==> config.mk <==
export PLATFORM = sky130hd
export DESIGN_NAME = periodic_task_timer_table
export DESIGN_NICKNAME = d
export VERILOG_FILES = /design/src/design/ptt_pkg.sv /design/src/design/ptt_ram.sv /design/src/design/periodic_task_timer_table.sv
export SDC_FILE = /design/constraint.sdc
export NUM_CORES = 1
export LEC_CHECK = 0
export BUFFER_PORTS_ARGS = -buffer_cell sky130_fd_sc_hd__buf_2
export CAP_MARGIN = 0
export CORE_UTILIZATION = 30
export DETAILED_ROUTE_END_ITERATION = 10
export SYNTH_ARGS = -nofsm -noshare
export SYNTH_HDL_FRONTEND = slang
export SYNTH_SLANG_ARGS = --single-unit
==> constraint.sdc <==
create_clock -name clk -period 7.28 [get_ports clk]
set_input_delay 0.728 -clock clk [delete_from_list [all_inputs] [get_ports clk]]
set_output_delay 0.728 -clock clk [all_outputs]
set_load 0.005 [all_outputs]
==> src/design/ptt_pkg.sv <==
// ----------------------------------------------------------------------------
// Periodic task timer table - package
// Item types for the command and result channels, and command codes.
// ----------------------------------------------------------------------------
package ptt_pkg;

  // Command codes
  localparam logic [1:0] CMD_SCHEDULE = 2'd0;
  localparam logic [1:0] CMD_CANCEL   = 2'd1;
  localparam logic [1:0] CMD_TICK     = 2'd2;

  // At most this many result items per tick
  localparam int         EMIT_W      = 4;
  localparam logic [3:0] MAX_RESULTS = 4'd8;

  typedef struct packed {
    logic [1:0]         command;
    logic [2:0]         task_index;
    logic signed [15:0] user_arg;
    logic [15:0]        delay_ticks;
    logic [15:0]        repeat_period;
  } in_item_t;

  typedef struct packed {
    logic [2:0]         fired_task;
    logic signed [15:0] fired_arg;
    logic               last;
  } out_item_t;

endpackage

==> src/design/ptt_ram.sv <==
// ----------------------------------------------------------------------------
// Periodic task timer table - generic RAM
// One write port, one read port, read data registered.
// ----------------------------------------------------------------------------
module ptt_ram #(
  parameter int WIDTH = 48,
  parameter int DEPTH = 8
) (
  input  logic                                     clk,
  input  logic                                     we,
  input  logic [(DEPTH > 1 ? $clog2(DEPTH) : 1)-1:0] waddr,
  input  logic [WIDTH-1:0]                         wdata,
  input  logic                                     re,
  input  logic [(DEPTH > 1 ? $clog2(DEPTH) : 1)-1:0] raddr,
  output logic [WIDTH-1:0]                         rdata
);

  logic [WIDTH-1:0] mem [DEPTH];

  always_ff @(posedge clk) begin
    if (we) begin
      mem[waddr] <= wdata;
    end
    if (re) begin
      rdata <= mem[raddr];
    end
  end

endmodule

==> src/design/periodic_task_timer_table.sv <==
// Schedule and cancel items produce no result. A tick item scans the
// table at one slot compare per cycle, set by the single read port of
// the slot table memory, while the result channel does not stall.
// The final result of a tick (last = 1) is set up in the flush state
// after the scan, earlier ones during the scan.
// Synchronous reset clears time and all armed flags.
// ----------------------------------------------------------------------------
// Periodic task timer table - top level
// Task slot table with a wrapping tick counter; ticks scan the table and
// report due slots, re-arming periodic ones and disarming one-shot ones.
// ----------------------------------------------------------------------------
module periodic_task_timer_table #(
  parameter int NUM_TASKS = 8,
  parameter int TIME_BITS = 16
) (
  input  logic                clk,
  input  logic                rst_n,
  input  logic                in_valid,
  output logic                in_ready,
  input  ptt_pkg::in_item_t   in_data,
  output logic                out_valid,
  input  logic                out_ready,
  output ptt_pkg::out_item_t  out_data
);

  localparam int IDX_W = (NUM_TASKS > 1) ? $clog2(NUM_TASKS) : 1;
  localparam int CNT_W = $clog2(NUM_TASKS + 1);
  localparam int ENT_W = TIME_BITS + 32;
  localparam logic [CNT_W-1:0] NUM_C  = CNT_W'(NUM_TASKS);
  localparam logic [6:0]       NUM_L7 = 7'(NUM_TASKS);

  typedef enum logic [1:0] {ST_IDLE, ST_SCAN, ST_FLUSH} state_t;

  // Wrapping add that skips the reserved time zero
  function automatic logic [TIME_BITS-1:0] time_after(input logic [TIME_BITS-1:0] base,
                                                      input logic [15:0] off);
    logic [TIME_BITS-1:0] s;
    s = base + TIME_BITS'(off);
    if (s == '0) begin
      s = TIME_BITS'(1);
    end
    return s;
  endfunction

  state_t               state_r, state_nxt;
  logic [TIME_BITS-1:0] now_r, now_nxt;
  logic [NUM_TASKS-1:0] armed_r, armed_nxt;
  logic [CNT_W-1:0]     rd_cnt_r, rd_cnt_nxt;
  logic                 chk_v_r, chk_v_nxt;
  logic [IDX_W-1:0]     chk_idx_r, chk_idx_nxt;
  logic [ptt_pkg::EMIT_W-1:0] emit_cnt_r, emit_cnt_nxt;
  logic                 pend_v_r, pend_v_nxt;
  ptt_pkg::out_item_t   pend_r, pend_nxt;
  logic                 out_valid_r, out_valid_nxt;
  ptt_pkg::out_item_t   out_r, out_nxt;

  // Table memory ports
  logic                 ram_we, ram_re;
  logic [IDX_W-1:0]     ram_waddr, ram_raddr;
  logic [ENT_W-1:0]     ram_wdata, ram_rdata;

  logic                 in_acc, out_free, idx_ok, hit, do_emit, step;
  logic [IDX_W-1:0]     in_idx;
  logic [TIME_BITS-1:0] now_fix;
  logic [15:0]          delay_fix;
  logic [TIME_BITS-1:0] ent_due;
  logic [15:0]          ent_arg, ent_per;

  // Entry layout: {due time, argument, period}
  assign ent_due = ram_rdata[ENT_W-1 -: TIME_BITS];
  assign ent_arg = ram_rdata[31:16];
  assign ent_per = ram_rdata[15:0];

  assign in_ready  = (state_r == ST_IDLE);
  assign in_acc    = in_valid && in_ready;
  assign out_free  = !out_valid_r || out_ready;
  assign out_valid = out_valid_r;
  assign out_data  = out_r;

  assign idx_ok    = ({4'b0, in_data.task_index} < NUM_L7);
  assign in_idx    = IDX_W'(in_data.task_index);
  assign now_fix   = (now_r == '0) ? TIME_BITS'(1) : now_r;
  assign delay_fix = (in_data.delay_ticks == 16'd0) ? 16'd1 : in_data.delay_ticks;

  // Compare stage: slot due now, and room to hand off a result
  assign hit     = chk_v_r && armed_r[chk_idx_r] && (ent_due == now_r);
  assign do_emit = hit && (emit_cnt_r < ptt_pkg::MAX_RESULTS);
  assign step    = !chk_v_r || !do_emit || !pend_v_r || out_free;

  // Next-state and memory control
  always_comb begin
    state_nxt     = state_r;
    now_nxt       = now_r;
    armed_nxt     = armed_r;
    rd_cnt_nxt    = rd_cnt_r;
    chk_v_nxt     = chk_v_r;
    chk_idx_nxt   = chk_idx_r;
    emit_cnt_nxt  = emit_cnt_r;
    pend_v_nxt    = pend_v_r;
    pend_nxt      = pend_r;
    out_valid_nxt = out_valid_r;
    out_nxt       = out_r;
    ram_we        = 1'b0;
    ram_waddr     = chk_idx_r;
    ram_wdata     = {ent_due, ent_arg, ent_per};
    ram_re        = 1'b0;
    ram_raddr     = '0;

    if (out_valid_r && out_ready) begin
      out_valid_nxt = 1'b0;
    end

    case (state_r)
      ST_IDLE: begin
        if (in_acc) begin
          case (in_data.command)
            ptt_pkg::CMD_SCHEDULE: begin
              if (idx_ok && !armed_r[in_idx]) begin
                armed_nxt[in_idx] = 1'b1;
                now_nxt   = now_fix;
                ram_we    = 1'b1;
                ram_waddr = in_idx;
                ram_wdata = {time_after(now_fix, delay_fix), in_data.user_arg,
                             in_data.repeat_period};
              end
            end
            ptt_pkg::CMD_CANCEL: begin
              if (idx_ok) begin
                armed_nxt[in_idx] = 1'b0;
              end
            end
            ptt_pkg::CMD_TICK: begin
              now_nxt      = now_fix;
              ram_re       = 1'b1;
              ram_raddr    = '0;
              rd_cnt_nxt   = CNT_W'(1);
              chk_v_nxt    = 1'b1;
              chk_idx_nxt  = '0;
              emit_cnt_nxt = '0;
              state_nxt    = ST_SCAN;
            end
            default: begin
            end
          endcase
        end
      end

      ST_SCAN: begin
        if (!chk_v_r && (rd_cnt_r == NUM_C)) begin
          state_nxt = ST_FLUSH;
        end else if (step) begin
          // Write back a due slot: re-arm periodic, disarm one-shot
          if (hit) begin
            if (ent_per != 16'd0) begin
              ram_we    = 1'b1;
              ram_waddr = chk_idx_r;
              ram_wdata = {time_after(now_r, ent_per), ent_arg, ent_per};
            end else begin
              armed_nxt[chk_idx_r] = 1'b0;
            end
          end
          // Hold the newest result back until its last flag is known
          if (do_emit) begin
            emit_cnt_nxt = emit_cnt_r + 1'b1;
            if (pend_v_r) begin
              out_valid_nxt = 1'b1;
              out_nxt       = pend_r;
            end
            pend_v_nxt          = 1'b1;
            pend_nxt.fired_task = 3'(chk_idx_r);
            pend_nxt.fired_arg  = ent_arg;
            pend_nxt.last       = 1'b0;
          end
          // Issue the read of the next slot
          if (rd_cnt_r < NUM_C) begin
            ram_re      = 1'b1;
            ram_raddr   = rd_cnt_r[IDX_W-1:0];
            chk_idx_nxt = rd_cnt_r[IDX_W-1:0];
            chk_v_nxt   = 1'b1;
            rd_cnt_nxt  = rd_cnt_r + 1'b1;
          end else begin
            chk_v_nxt = 1'b0;
          end
        end
      end

      ST_FLUSH: begin
        if (!pend_v_r) begin
          now_nxt   = now_r + 1'b1;
          state_nxt = ST_IDLE;
        end else if (out_free) begin
          out_valid_nxt = 1'b1;
          out_nxt       = pend_r;
          out_nxt.last  = 1'b1;
          pend_v_nxt    = 1'b0;
          now_nxt       = now_r + 1'b1;
          state_nxt     = ST_IDLE;
        end
      end

      default: begin
        state_nxt = ST_IDLE;
      end
    endcase
  end

  // State and registered outputs
  always_ff @(posedge clk) begin
    if (!rst_n) begin
      state_r     <= ST_IDLE;
      now_r       <= '0;
      armed_r     <= '0;
      rd_cnt_r    <= '0;
      chk_v_r     <= 1'b0;
      chk_idx_r   <= '0;
      emit_cnt_r  <= '0;
      pend_v_r    <= 1'b0;
      pend_r      <= '0;
      out_valid_r <= 1'b0;
      out_r       <= '0;
    end else begin
      state_r     <= state_nxt;
      now_r       <= now_nxt;
      armed_r     <= armed_nxt;
      rd_cnt_r    <= rd_cnt_nxt;
      chk_v_r     <= chk_v_nxt;
      chk_idx_r   <= chk_idx_nxt;
      emit_cnt_r  <= emit_cnt_nxt;
      pend_v_r    <= pend_v_nxt;
      pend_r      <= pend_nxt;
      out_valid_r <= out_valid_nxt;
      out_r       <= out_nxt;
    end
  end

  // Slot table: due time, argument and period per slot
  ptt_ram #(
    .WIDTH(ENT_W),
    .DEPTH(NUM_TASKS)
  ) u_table (
    .clk   (clk),
    .we    (ram_we),
    .waddr (ram_waddr),
    .wdata (ram_wdata),
    .re    (ram_re),
    .raddr (ram_raddr),
    .rdata (ram_rdata)
  );

endmodule

==> results.cfg <==
[run_status]
outcome = complete, no violations

[synth]
synthesis.yosys.warnings = 0
synth_unique_cells = 82
synth.area.top_cells = edfxtp_1 60%, dfxtp_1 7.3%, o22ai_1 2.8%
yosysTopAreaCell = edfxtp_1
post_synth.cell_area_avg_um2 = 13.72
synth_edf_count = 432
seq_area_frac_synth_pct = 67.46
ys_top_cells_by_count = 432 x edfxtp_1, 112 x nor2_1, 96 x o22ai_1
post-synth-top-area-fraction_pct = 60.13
postSynth.topFlopCell = edfxtp_1
synth_area_mm2 = 0.02157
syn_nets = 1669
postSynthCellCount = 1572
yosys_register_bits = 511
count_leader_synth = edfxtp_1
postSynth.asyncResetShare_pct = 0

[die]
placeableCoreArea_mm2 = 0.07064
total_die_area_mm2 = 0.07299
die_width_um = 270.2
io-pin-count = 79
fp-row-count = 97
initial_utilization_pct = 30.54
height_of_the_die_um = 270.2

[critical_path]
cp_data_required_time_ps = 7580
critical_path.top_delay_family = simple AND/OR/NAND/NOR gates
timing.critical_path.arrival_ps = 5170
ff2ff_setup_slack_ps = 2420
path_buf_inv = 2
sort_of_element_at_the_start_of_the_critical_path = flip-flop
rr_worst_depth = 17
worstSetupPathType = reg -> reg
worst-path-max-fanout = 8
worst-path-stages = 17
worst_setup_path_end_kind = flip-flop
timing.critical_path.slowest_cell_delay_ps = 540
slowest_stage = or4_1
worstPathCellList = inv_1, ha_1, nor4b_1, nand4_1, nand2_1, ha_1, inv_1, fa_1, nor2b_2, o31a_4, a21oi_2, or4_1, a2111o_1, nor4_2, nand4_1, and2_1, a221o_1

[global_route]
first_global_vias = 13840
overflow = 0
grt_first_pass_wirelength_um = 90960
globalRouteTotalUtil_pct = 16.56
initial_antenna_violation_count = 0
grt_max_degree = 49

[sta]
max_freq_ghz = 0.2057
timing.slew.headroom_pct = 28.32
setup_slack_ps = 2417
final.min_clock_period_ps = 4863
setup_viol = 0
unrepaired_setup_endpoints_after_global_routing = false
fin_setup_tns_ps = 0
final-hold-violation-count = 0
finalClockSkew_ps = 32.32
finalCritPeriodShare_pct = 66.79
timing_worst_slew_pin_value_ps = 1073
drv_slew = 0

[drt]
routed_wirelength_um = 61180
detail_route.vias_per_cell = 5.419
routed_wire_length_per_instance_um = 23.63
drt_drc_violations_left = 0
detail_route.first_pass.iterations = 5
dr_total_vias = 14030
postRouteAntennaNets = 0
drtIter0Drc = 1297

[cts]
cts_inserted_buffers = 54
cts_tree = built
path_clk_slew_ps = 60
ctsRootBufferMaster = clkbuf_16
resized_gates_after_cts = 0
post-cts-setup-buffers = 0
cts.sink_count = 511
clock_latency_ps = 630
cts-htree-levels = 2
clock_path_buffers = 3
cts_hold_buffers = 0

[pwr]
power.leakage_nw = 8.148
comb_power_share_pct = 7.4
total_power_mw = 6.577
power.density_cell_area_mw_per_mm2 = 266.4
p_seq_share_pct = 51.7
ir_worst_vdd_uv = 194.4
power.share.clock_pct = 40.9
sw_frac_of_total_pct = 23.65
cellInternalPower_mw = 5.021
net-switching-power_mw = 1.555

[flow_run]
drv.max_cap_violation_count = 0

[layout]
area.growth.synth_to_final_pct = 14.44
nNetsFinal = 1703
n_fill_cell = 6821
multi_input_area_mm2 = 0.006601
antennaDiodeCount = 0
final_layout_size_suffix_gt1_share_pct = 14.68
final-seq-area_mm2 = 0.01455
final_design_area_no_fill_mm2 = 0.02469

[placed_design]
post_detail_place_hpwl_um = 35920
global_placer_s_final_weighted_congestion = 0.8872
post_dp_cell_area_mm2 = 0.02295
port_buffers = 78
worst_case_setup_slack_after_placement_ps = 2175

[min_path]
worstHoldPathCells = 2
kind_of_path_behind_the_tightest_hold_check = reg -> reg
## layout make-up
cell class                 count  share of cell area, %
sequential                   511                  58.95
inverter                      24                 0.3649
timing repair buffer          97                  2.159
clock buffer                  67                  5.838
clock inverter                32                  1.191
multi-input combinational    918                  26.74
tap                          940                  4.764
## routing by layer
metal	routed length, um	track usage (%)	up-vias
met5	0	0	-
met4	1401	5.352	0
met3	3958	2.569	85
met2	29560	27.53	515
met1	26260	22.04	7148
li1	-	-	6281
## worst register-to-register path: stages, from the launching register on
cell      delay [ps]
dfxtp_1          390
inv_1            150
ha_1             150
nor4b_1          280
nand4_1          250
nand2_1          130
ha_1             200
inv_1             70
fa_1             470
nor2b_2          160
o31a_4           170
a21oi_2           40
or4_1            540
a2111o_1         370
nor4_2           220
nand4_1          160
and2_1           290
a221o_1          500
## flip-flops by register name (all words and copies together) (netlist names), named ones only
signal / count
rd_cnt_r: 4
out_data: 20
now_r: 16
pend_v_r: 1
chk_v_r: 1
emit_cnt_r: 4
u_table.rdata: 48
u_table.mem: 384
out_valid: 1
state_r: 2
pend_r: 19
chk_idx_r: 3
## through the flow
stage | hold WS (ps) | util, % | std cells
finish | 486.8 | 34.95 | 2589
global route | 500.8 | 34.95 | 2589
CTS | 479.1 | 34.95 | 2589
detailed placement | 483.4 | 32.50 | 2490
global placement | 472.3 | 32.50 | 2490
floorplan | 454.2 | - | 1572
## path summary, 6_finish.rpt
check | end | from
max reg2reg | u_table.mem[6][37]$_DFFE_PP_ | now_r[0]$_SDFFE_PN0P_
min reg2reg | out_data[19]$_SDFFE_PN0P_ | out_data[19]$_SDFFE_PN0P_
min | out_data[19]$_SDFFE_PN0P_ | out_data[19]$_SDFFE_PN0P_
max | u_table.mem[6][37]$_DFFE_PP_ | now_r[0]$_SDFFE_PN0P_
## power groups by stage
| stage | Sequential (mW) | Clock (mW) | Combinational (mW) |
|---|---|---|---|
| 5_1_grt | 3.41 | 2.85 | 0.531 |
| 4_1_cts | 3.40 | 2.73 | 0.485 |
| 3_5_place_dp | 3.46 | 0 | 0.483 |
| 6_report | 3.40 | 2.69 | 0.488 |
| 2_1_floorplan | 3.42 | 0 | 0.310 |
| 3_3_place_gp | 3.46 | 0 | 0.468 |
## cell families after synthesis
kind of cell	Yosys count	synth area share, %
buffers and inverters	143	2.824
xor gates and xnor gates	52	2.111
AOI/OAI and AO/OA	414	14.79
and+or+nand+nor	366	8.160
adders and majority gates	40	2.389
muxes	46	2.262
DFF	511	67.46
## cells in the final DEF, fill, tap and decap left out, drive strengths merged, types with 30 or more instances in the layout
cell / Yosys / routed
dfxtp: 79 / 79
a22o: 32 / 32
o221ai: 48 / 48
o22a: 47 / 47
o22ai: 96 / 96
nor3: 65 / 65
clkbuf: 89 / 67
mux2i: 42 / 42
a21oi: 49 / 49
ha: 38 / 38
o21ai: 40 / 40
nand2: 67 / 67
nand3: 32 / 32
nor2: 112 / 112
xor2: 30 / 30
edfxtp: 432 / 432
buf: 30 / 97
No activity file was read; power rests on OpenSTA's default activity.
